--- config.mk ---
export PLATFORM = sky130hd
export DESIGN_NAME = led_strip_frame_serializer
export DESIGN_NICKNAME = d
export VERILOG_FILES = /design/src/rtl/lsfs_pkg.sv /design/src/rtl/lsfs_fifo.sv /design/src/rtl/lsfs_front.sv /design/src/rtl/lsfs_engine.sv /design/src/rtl/led_strip_frame_serializer.sv
export SDC_FILE = /design/constraint.sdc
export NUM_CORES = 1
export LEC_CHECK = 0
export ABC_AREA = 1
export BUFFER_PORTS_ARGS = -buffer_cell sky130_fd_sc_hd__buf_2
export CAP_MARGIN = 20
export CORE_MARGIN = 10
export CORE_UTILIZATION = 50
export DETAILED_ROUTE_END_ITERATION = 12
export PLACE_DENSITY = 0.71
export SLEW_MARGIN = 5
export SYNTH_ARGS = -nofsm -noshare
export SYNTH_HDL_FRONTEND = slang
export SYNTH_SLANG_ARGS = --single-unit
--- constraint.sdc ---
create_clock -name clk_i -period 2.59 [get_ports clk_i]
set_clock_uncertainty 0.2 [all_clocks]
set_input_delay 0.1295 -clock clk_i [delete_from_list [all_inputs] [get_ports clk_i]]
set_output_delay 0.1295 -clock clk_i [all_outputs]
set_load 0.05 [all_outputs]
--- src/rtl/lsfs_pkg.sv ---
package lsfs_pkg;

  typedef enum logic {
    OP_TICK    = 1'b0,
    OP_REQUEST = 1'b1
  } op_e;

  typedef enum logic [1:0] {
    PH_IDLE  = 2'd0,
    PH_START = 2'd1,
    PH_LEDS  = 2'd2,
    PH_END   = 2'd3
  } phase_e;

  typedef struct packed {
    op_e         op;
    logic [23:0] colour;
  } cmd_t;

  typedef struct packed {
    logic clock_line;
    logic data_line;
    logic busy_res;
    logic accepted;
  } res_t;

  localparam logic [7:0] ByteZero     = 8'h00;
  localparam logic [7:0] ByteOnes     = 8'hFF;
  localparam logic [3:0] LastStartIdx = 4'd3;
  localparam logic [3:0] LastLedIdx   = 4'd3;
  localparam logic [2:0] LastBitIdx   = 3'd7;
  localparam logic [7:0] CountReset   = 8'd16;

endpackage

--- src/rtl/lsfs_fifo.sv ---
module lsfs_fifo #(
  parameter int Width = 8,
  parameter int Depth = 2
) (
  input  logic             clk_i,
  input  logic             rst_ni,
  input  logic             wr_en_i,
  input  logic [Width-1:0] wr_data_i,
  output logic             full_o,
  input  logic             rd_en_i,
  output logic [Width-1:0] rd_data_o,
  output logic             empty_o
);

  localparam int PtrW = (Depth > 1) ? $clog2(Depth) : 1;
  localparam int CntW = $clog2(Depth + 1);

  logic [Width-1:0] mem_q [Depth];
  logic [PtrW-1:0]  wr_ptr_q, wr_ptr_d;
  logic [PtrW-1:0]  rd_ptr_q, rd_ptr_d;
  logic [CntW-1:0]  cnt_q, cnt_d;
  logic             do_wr, do_rd;

  assign full_o    = (cnt_q == CntW'(Depth));
  assign empty_o   = (cnt_q == '0);
  assign do_wr     = wr_en_i && !full_o;
  assign do_rd     = rd_en_i && !empty_o;
  assign rd_data_o = mem_q[rd_ptr_q];

  always_comb begin
    wr_ptr_d = wr_ptr_q;
    rd_ptr_d = rd_ptr_q;
    cnt_d    = cnt_q;
    if (do_wr) begin
      wr_ptr_d = (wr_ptr_q == PtrW'(Depth - 1)) ? '0 : wr_ptr_q + PtrW'(1);
    end
    if (do_rd) begin
      rd_ptr_d = (rd_ptr_q == PtrW'(Depth - 1)) ? '0 : rd_ptr_q + PtrW'(1);
    end
    if (do_wr && !do_rd) begin
      cnt_d = cnt_q + CntW'(1);
    end else if (do_rd && !do_wr) begin
      cnt_d = cnt_q - CntW'(1);
    end
  end

  always_ff @(posedge clk_i or negedge rst_ni) begin
    if (!rst_ni) begin
      wr_ptr_q <= '0;
      rd_ptr_q <= '0;
      cnt_q    <= '0;
    end else begin
      wr_ptr_q <= wr_ptr_d;
      rd_ptr_q <= rd_ptr_d;
      cnt_q    <= cnt_d;
    end
  end

  always_ff @(posedge clk_i) begin
    if (do_wr) begin
      mem_q[wr_ptr_q] <= wr_data_i;
    end
  end

endmodule

--- src/rtl/lsfs_front.sv ---
module lsfs_front
  import lsfs_pkg::*;
#(
  parameter int Depth = 2
) (
  input  logic       clk_i,
  input  logic       rst_ni,
  input  logic       push,
  output logic       full,
  input  logic       action_i,
  input  logic [7:0] red_i,
  input  logic [7:0] green_i,
  input  logic [7:0] blue_i,
  output logic       cmd_valid_o,
  output cmd_t       cmd_o,
  input  logic       cmd_pop_i
);

  localparam int CmdW = $bits(cmd_t);

  cmd_t            cmd_in;
  logic [CmdW-1:0] cmd_raw;
  logic            cmd_empty;

  // Classify the word; ticks carry no colour.
  always_comb begin
    cmd_in.op     = action_i ? OP_REQUEST : OP_TICK;
    cmd_in.colour = action_i ? {red_i, green_i, blue_i} : 24'd0;
  end

  lsfs_fifo #(
    .Width(CmdW),
    .Depth(Depth)
  ) u_cmd_fifo (
    .clk_i    (clk_i),
    .rst_ni   (rst_ni),
    .wr_en_i  (push),
    .wr_data_i(cmd_in),
    .full_o   (full),
    .rd_en_i  (cmd_pop_i),
    .rd_data_o(cmd_raw),
    .empty_o  (cmd_empty)
  );

  assign cmd_valid_o = !cmd_empty;
  assign cmd_o       = cmd_t'(cmd_raw);

endmodule

--- src/rtl/lsfs_engine.sv ---
module lsfs_engine
  import lsfs_pkg::*;
#(
  parameter int Depth = 2
) (
  input  logic       clk_i,
  input  logic       rst_ni,
  input  logic       cmd_valid_i,
  input  cmd_t       cmd_i,
  output logic       cmd_pop_o,
  input  logic [7:0] led_count_i,
  output logic       empty,
  input  logic       pop,
  output res_t       res_o
);

  localparam int ResW = $bits(res_t);

  phase_e      phase_q, phase_d;
  logic [7:0]  led_q, led_d;
  logic [3:0]  byte_q, byte_d;
  logic [2:0]  bit_q, bit_d;
  logic        half_q, half_d;
  logic [23:0] colour_q, colour_d;
  logic        clk_q, clk_d;
  logic        data_q, data_d;

  logic            res_full;
  logic            step;
  logic            took;
  logic [4:0]      end_bytes;
  logic [8:0]      led_nxt;
  logic [7:0]      cur_byte;
  res_t            res_in;
  logic [ResW-1:0] res_raw;

  assign step      = cmd_valid_i && !res_full;
  assign cmd_pop_o = step;
  assign end_bytes = 5'(({1'b0, led_count_i} + 9'd15) >> 4);
  assign led_nxt   = {1'b0, led_q} + 9'd1;

  always_comb begin
    case (phase_q)
      PH_START: cur_byte = ByteZero;
      PH_LEDS: begin
        case (byte_q[1:0])
          2'd0:    cur_byte = ByteOnes;
          2'd1:    cur_byte = colour_q[23:16];
          2'd2:    cur_byte = colour_q[15:8];
          default: cur_byte = colour_q[7:0];
        endcase
      end
      default: cur_byte = ByteOnes;
    endcase
  end

  always_comb begin
    phase_d  = phase_q;
    led_d    = led_q;
    byte_d   = byte_q;
    bit_d    = bit_q;
    half_d   = half_q;
    colour_d = colour_q;
    clk_d    = clk_q;
    data_d   = data_q;
    took     = 1'b0;
    if (step) begin
      if (cmd_i.op == OP_REQUEST) begin
        // Drop a request while a frame is in flight.
        if (phase_q == PH_IDLE) begin
          colour_d = cmd_i.colour;
          phase_d  = PH_START;
          led_d    = '0;
          byte_d   = '0;
          bit_d    = '0;
          half_d   = 1'b0;
          took     = 1'b1;
        end
      end else if (phase_q != PH_IDLE) begin
        if (!half_q) begin
          clk_d  = 1'b0;
          data_d = cur_byte[LastBitIdx - bit_q];
          half_d = 1'b1;
        end else begin
          clk_d  = 1'b1;
          half_d = 1'b0;
          if (bit_q == LastBitIdx) begin
            bit_d = '0;
            case (phase_q)
              PH_START: begin
                if (byte_q >= LastStartIdx) begin
                  byte_d = '0;
                  led_d  = '0;
                  if (led_count_i == 8'd0) begin
                    phase_d = PH_IDLE;
                    data_d  = 1'b1;
                  end else begin
                    phase_d = PH_LEDS;
                  end
                end else begin
                  byte_d = byte_q + 4'd1;
                end
              end
              PH_LEDS: begin
                if (byte_q >= LastLedIdx) begin
                  byte_d = '0;
                  led_d  = led_nxt[7:0];
                  // Count is read live; a wrap past the top also ends the LED frames.
                  if (led_nxt[8] || (led_nxt[7:0] >= led_count_i)) begin
                    if (end_bytes == 5'd0) begin
                      phase_d = PH_IDLE;
                      data_d  = 1'b1;
                    end else begin
                      phase_d = PH_END;
                    end
                  end
                end else begin
                  byte_d = byte_q + 4'd1;
                end
              end
              PH_END: begin
                if (({1'b0, byte_q} + 5'd1) >= end_bytes) begin
                  phase_d = PH_IDLE;
                  byte_d  = '0;
                  data_d  = 1'b1;
                end else begin
                  byte_d = byte_q + 4'd1;
                end
              end
              default: begin
                phase_d = PH_IDLE;
              end
            endcase
          end else begin
            bit_d = bit_q + 3'd1;
          end
        end
      end
    end
  end

  always_ff @(posedge clk_i or negedge rst_ni) begin
    if (!rst_ni) begin
      phase_q  <= PH_IDLE;
      led_q    <= '0;
      byte_q   <= '0;
      bit_q    <= '0;
      half_q   <= 1'b0;
      colour_q <= '0;
      clk_q    <= 1'b1;
      data_q   <= 1'b1;
    end else begin
      phase_q  <= phase_d;
      led_q    <= led_d;
      byte_q   <= byte_d;
      bit_q    <= bit_d;
      half_q   <= half_d;
      colour_q <= colour_d;
      clk_q    <= clk_d;
      data_q   <= data_d;
    end
  end

  always_comb begin
    res_in.clock_line = clk_d;
    res_in.data_line  = data_d;
    res_in.busy_res   = (phase_d != PH_IDLE);
    res_in.accepted   = took;
  end

  lsfs_fifo #(
    .Width(ResW),
    .Depth(Depth)
  ) u_res_fifo (
    .clk_i    (clk_i),
    .rst_ni   (rst_ni),
    .wr_en_i  (step),
    .wr_data_i(res_in),
    .full_o   (res_full),
    .rd_en_i  (pop),
    .rd_data_o(res_raw),
    .empty_o  (empty)
  );

  assign res_o = res_t'(res_raw);

endmodule

--- src/rtl/led_strip_frame_serializer.sv ---
// Channel   Handshake              Payload
// input     push / full            action_i, red_i, green_i, blue_i
// result    empty / pop            clock_line_o, data_line_o, busy_res_o, accepted_o
// config    cfg_we_i               cfg_wdata_i (led count)
//
// One word in and one word out per cycle when neither side stalls; the line
// engine retires one command a cycle while the result queue has room. A taken
// push reaches the ports through one register in each queue (QueueDepth words each).
// Reset clears both queues, idles the engine with both lines high and sets the
// led count to 16. A stalled result side fills the result queue, then the
// command queue, and only then raises full.
module led_strip_frame_serializer
  import lsfs_pkg::*;
#(
  parameter int QueueDepth = 2
) (
  input  logic       clk_i,
  input  logic       rst_ni,
  input  logic       push,
  output logic       full,
  input  logic       action_i,
  input  logic [7:0] red_i,
  input  logic [7:0] green_i,
  input  logic [7:0] blue_i,
  output logic       empty,
  input  logic       pop,
  output logic       clock_line_o,
  output logic       data_line_o,
  output logic       busy_res_o,
  output logic       accepted_o,
  input  logic       cfg_we_i,
  input  logic [7:0] cfg_wdata_i
);

  logic [7:0] led_count_q;
  logic       cmd_valid;
  logic       cmd_pop;
  cmd_t       cmd;
  res_t       res;

  always_ff @(posedge clk_i or negedge rst_ni) begin
    if (!rst_ni) begin
      led_count_q <= CountReset;
    end else if (cfg_we_i) begin
      led_count_q <= cfg_wdata_i;
    end
  end

  lsfs_front #(
    .Depth(QueueDepth)
  ) u_front (
    .clk_i      (clk_i),
    .rst_ni     (rst_ni),
    .push       (push),
    .full       (full),
    .action_i   (action_i),
    .red_i      (red_i),
    .green_i    (green_i),
    .blue_i     (blue_i),
    .cmd_valid_o(cmd_valid),
    .cmd_o      (cmd),
    .cmd_pop_i  (cmd_pop)
  );

  lsfs_engine #(
    .Depth(QueueDepth)
  ) u_engine (
    .clk_i      (clk_i),
    .rst_ni     (rst_ni),
    .cmd_valid_i(cmd_valid),
    .cmd_i      (cmd),
    .cmd_pop_o  (cmd_pop),
    .led_count_i(led_count_q),
    .empty      (empty),
    .pop        (pop),
    .res_o      (res)
  );

  assign clock_line_o = res.clock_line;
  assign data_line_o  = res.data_line;
  assign busy_res_o   = res.busy_res;
  assign accepted_o   = res.accepted;

endmodule

== Word-level counts from Yosys, hierarchy flattened ==
Memories as Yosys holds them, arrays and structs flattened.
Cells that the tools add are included.
W data, S select, Z words.
Cells by class
  muxes and demuxes: 75
  reductions and logical operators: 39
  order comparisons: 4
  equality and inequality tests: 11
  add/subtract/negate cells: 14
Operator list (number)
  $mux W8: 7
  $mux W1: 32
  $mux W2: 16
  $pmux W8 S2: 2
  $mux W4: 7
  $mux W24: 1
  $pmux W8 S3: 1
  $mux W3: 5
  $reduce_bool A2 Y1: 7
  $eq A2 B2 Y1 const B: 5
  $add A8 B1 Y9 const B: 1
  $add A8 B4 Y9 const B: 1
  $logic_and A1 B1 Y1: 9
  $ge A8 B8 Y1: 1
  $logic_not A1 Y1: 8
  $logic_not A2 Y1: 4
  $logic_not A8 Y1: 1
  $pmux W4 S2: 1
  $reduce_and A8 Y1: 1
  $ne A3 B2 Y1 const B: 2
  $pmux W2 S3: 1
  $reduce_and A3 Y1: 2
  $reduce_and A6 Y1: 1
  $reduce_bool A3 Y1: 2
  other kinds (19): 25
Storage, ports and cells
  output and inout port bits: 6
  bits in writable memories: 58
  memories kept: 2
  register bits: 60
  input port bits: 38
Memories
  u_front.u_cmd_fifo.mem_q: words 2, width 25, rd ports 1, clocked after Yosys merged registers in 0, write ports 1, RTL line lsfs_fifo.sv:18  | logic [Width-1:0] mem_q [Depth];
  u_engine.u_res_fifo.mem_q: words 2, width 4, rd ports 1, clocked after Yosys merged registers in 0, write ports 1, RTL line lsfs_fifo.sv:18

== Longest topological paths before layout ==
  word-level depth: 12
  mapped depth: 21

== Modules after synthesis ==
A second synthesis with hierarchy kept.
Second synthesis, totals
  cell total of the unflattened synthesis: 666
  area total of the unflattened synthesis: 6083.3 um^2
By module, submodules not included
  lsfs_engine: area an instance 2994.1 um^2, cells an instance 367, instances 1
  lsfs_fifo (u_front.u_cmd_fifo): area an instance 2057.0 um^2, cells an instance 162, instances 1
  lsfs_fifo (u_engine.u_res_fifo): area an instance 519.2 um^2, cells an instance 52, instances 1
  led_strip_frame_serializer: area an instance 306.5 um^2, cells an instance 34, instances 1
  lsfs_front: area an instance 206.4 um^2, cells an instance 51, instances 1

== Worst setup path after synthesis ==
No wires, ideal clock.
  path kind: flip-flop to flip-flop
  start: reg led_count_q[4]
  end: mem u_engine.u_res_fifo.mem_q[0][1] (netlist bit) (data pin)
  slack: -130 ps
  cell stages (with the launch flop): 19
  clock period less this slack: 2720 ps
  arrival time: 2249 ps
  setup time: 270 ps
  path through: dfstp_2 -> inv_1 -> nor2_1 -> inv_1 -> nor2_1 -> inv_1 -> nor2_1 -> inv_1 -> nand2_1 -> nand2_1 -> ha_1 -> nand2_1 -> o21a_1 -> nand3_1 -> nor2_1 -> o21ai_0 -> nand2_1 -> o21ai_0 -> nand3_1
RTL lines
  start: declaration: RTL line led_strip_frame_serializer.sv:35  | logic [7:0] led_count_q;
  start signal: assignment: RTL line led_strip_frame_serializer.sv:43  | led_count_q <= CountReset;
  start signal: assignment: RTL line led_strip_frame_serializer.sv:45  | led_count_q <= cfg_wdata_i;
  end: declaration: RTL line lsfs_fifo.sv:18

==> out/metrics.csv <==
metric;value;unit
area leader, netlist;edfxtp_1;
Critical R2R Capture;u_engine.u_res_fifo.mem_q[1][1];
die area;16400;um2
min-delay src;push;
syn nets;695;
Vias/cell;5.13;
post-synthesis cell type count;37;
worst hold stages;5;
Reg clk slew, reported paths;50;ps
drt wl/cell;14.2;um
total CTS buffers;17;
ys async rst share;0.508;
GPL Wtd Cong;0.898;
1st-pass router iterations;5;
RSZ-0062 raised after global routing;yes;
r2r worst-path depth;18;
sequential area share after synthesis;0.558;
largest net degree at the start of global routing;61;
failing checks;setup timing;
reg2reg start;led_count_q[4];
Longest Clk Path Bufs;2;
Worst path slowest cell;dfstp_2;
critical path class;reg2reg;
layout cell share with drive strength beyond 1;0.206;
Finished Layout Cells;905;
placed insts;819;
vias in the first global route;4875;
worst hold path type;in2reg;
Placed Area;6280;um2
Core Region;11400;um2
Hold EP;u_front.u_cmd_fifo.wr_ptr_q;
Fin. Hold Viols;0;
CP Data Arrival Time;2780;ps
via count;4640;
most used flip-flop cell after synthesis;edfxtp_1;
CP Buf/Inv Count;4;
Synth area leaders;edfxtp_1 (30%), dfrtp_1 (25%), nand2_1 (11%), ha_1 (6.2%), inv_1 (5.4%);
DP HPWL;7950;um
CP required;2540;ps
die height;128;um
I/O pin cnt;44;
global route total overflow;0;
min Tclk post-route;2830;ps
max-slew violation count;0;
final instance area;7540;um2
CP delay by family, top;simple AND/OR/NAND/NOR gates;
Cell Chain, Critical Path;inv_2, nor2_2, inv_1, nor2_1, inv_2, nor2_4, inv_2, nand2_2, nand2_2, ha_4, nand2_2, o21a_1, nand3_2, nor2_2, o21ai_1, nand2_1, o21ai_2, nand3_2;
Max-Cap Viols;0;
flops & latches, synth;118;
ANT cells;0;
synthesis-to-finish area growth;29.6;%
fill count;898;
Util after Layout;0.660;
Design Power;8.05;mW
drt drc;0;
CP max stage delay;520;ps
Tot GR Track Use;0.165;
fin worst setup slack;-243;ps
Syn. warnings;0;
Avg Synthesized Cell Area;9.27;um2
Worst Max-Slew Pin Slew;785;ps
Cell Rows;39;
multi-input logic area;2300;um2
critical path capture point type;flop;
CTS tree;built;
PortBufs;43;
layout net count;816;
r2r setup slk;-240;ps
critical path startpoint category;flop;
FF+latch area;3250;um2
Antenna Nets Post-Route;0;
power density over cell area;1070;nW/um2
Routed WL;12800;um
post-route clock period utilization;1.09;
crit path max fanout;4;
initial antenna violation count;0;
Initial DRC Count;381;
clk sinks;118;
Clock Latency Late Sink;410;ps
starting density of the core;0.510;
Mapped Cells;628;
number of synthesized flops with an enable pin;58;
hold slack;45.1;ps
slew margin rel.;0.476;
final number of setup-violating endpoints;6;
H-tree levels;4;
cell area after synthesis;5820;um2
VDD IR-drop max;0.00119;V
global-route wire length before repair;22100;um
Leak;3.47;nW
clk root buf;clkbuf_16;
status;finished, violations left;
DIE WIDTH;128;um
Synth top area share;0.299;
Max Freq;0.353;GHz
## per-stage QoR
step,setup WS (ps),setup TNS [ps]
floorplan,8.93,0
global placement,-75.7,-265
detailed placement,-214,-965
CTS,-169,-475
global route,-407,-2070
finish,-243,-833
## state kept, by name, indices dropped and copies added (netlist names), 2 cells and up
register,count
led_count_q,8
u_front.u_cmd_fifo.cnt_q,2
u_engine.bit_q,3
u_engine.led_q,8
u_engine.u_res_fifo.mem_q,8
u_engine.byte_q,4
u_engine.u_res_fifo.cnt_q,2
u_front.u_cmd_fifo.mem_q,50
u_engine.colour_q,24
u_engine.phase_q,2
## power breakdown
group | switching (mW) | internal (mW)
clock | 0.837 | 1.41
sequential | 0.339 | 2.66
combinational | 1.82 | 0.981
total | 3.00 | 5.05
## worst reg2reg max path, cell delays in order, from the launching register on
cell	delay (ps)
dfstp_2	520
inv_2	40
nor2_2	90
inv_1	50
nor2_1	120
inv_2	70
nor2_4	130
inv_2	60
nand2_2	60
nand2_2	60
ha_4	270
nand2_2	60
o21a_1	190
nand3_2	100
nor2_2	60
o21ai_1	120
nand2_1	90
o21ai_2	200
nand3_2	100
## repair_timing
| item | in CTS | in global routing |
|---|---|---|
| buffers inserted | 2 | 3 |
| hold buffers | 49 | 0 |
| endpoints found under the hold margin | 114 | 0 |
| gates resized for setup | 15 | 25 |
| setup endpoints to repair | 7 | 11 |
| pin swaps | 15 | 24 |
## cells in the final DEF (no fill, tap or decap), types with 24 or more instances in the layout
master / n
dlygate4sd3_1: 49
buf_2: 43
dfrtp_1: 57
nand2_1: 169
o21ai_0: 25
inv_1: 79
nand3_1: 29
edfxtp_1: 58
a31oi_1: 24
buf_4: 27
nor2_1: 45
## routing by layer
layer / GRT usage / part of all wire / wire, um / up-vias
li1: - / - / - / 2292
met2: 0.287 / 0.52 / 6610 / 114
met3: 0.0505 / 0.043 / 547 / 27
met5: 0 / 0 / 0 / -
met1: 0.183 / 0.42 / 5400 / 2207
met4: 0.0656 / 0.021 / 266 / 0
## how the worst max path moves through the flow
stage,start,end,slack [ps],depth (start not counted)
floorplan,led_count_q[4],u_engine.u_res_fifo.mem_q[0][1],9,18
global placement,led_count_q[4],u_engine.u_res_fifo.mem_q[0][1],-80,18
detailed placement,led_count_q[0],u_engine.u_res_fifo.mem_q[0][1],-210,20
CTS,u_engine.led_q[0],u_engine.u_res_fifo.mem_q[0][1],-170,16
global route,led_count_q[0],u_engine.u_res_fifo.mem_q[0][1],-410,20
finish,led_count_q[4],u_engine.u_res_fifo.mem_q[1][1],-240,18
## cell usage after synthesis, drive strengths merged, types with 9 or more instances
master	instances
dfrtp	57
inv	88
a31oi	24
nand3	36
a21oi	14
edfxtp	58
o21ai	31
ha	29
clkbuf	9
nand2	178
nor2	55
xor2	10
## cell families (layout without fill, tap and decap cells)
| logic type | Yosys count | count (layout) | synth area share |
|---|---|---|---|
| AO/OA/AOI/OAI | 79 | 79 | 0.0800 |
| XOR/XNOR | 13 | 13 | 0.0196 |
| adder cells (fa/ha/maj) | 29 | 29 | 0.0624 |
| buffers and inverters | 106 | 240 | 0.0761 |
| flip-flops | 118 | 118 | 0.558 |
| multiplexers | 2 | 2 | 0.00366 |
| AND/OR/NAND/NOR | 281 | 281 | 0.200 |
## final cells by class
class,instances,area share
sequential,118,0.431
multi-input combinational,404,0.305
timing repair buffer,119,0.120
clock buffer,19,0.0574
inverter,89,0.0446
tap,143,0.0237
clock inverter,13,0.0178
No activity file was read; power rests on OpenSTA's default activity.
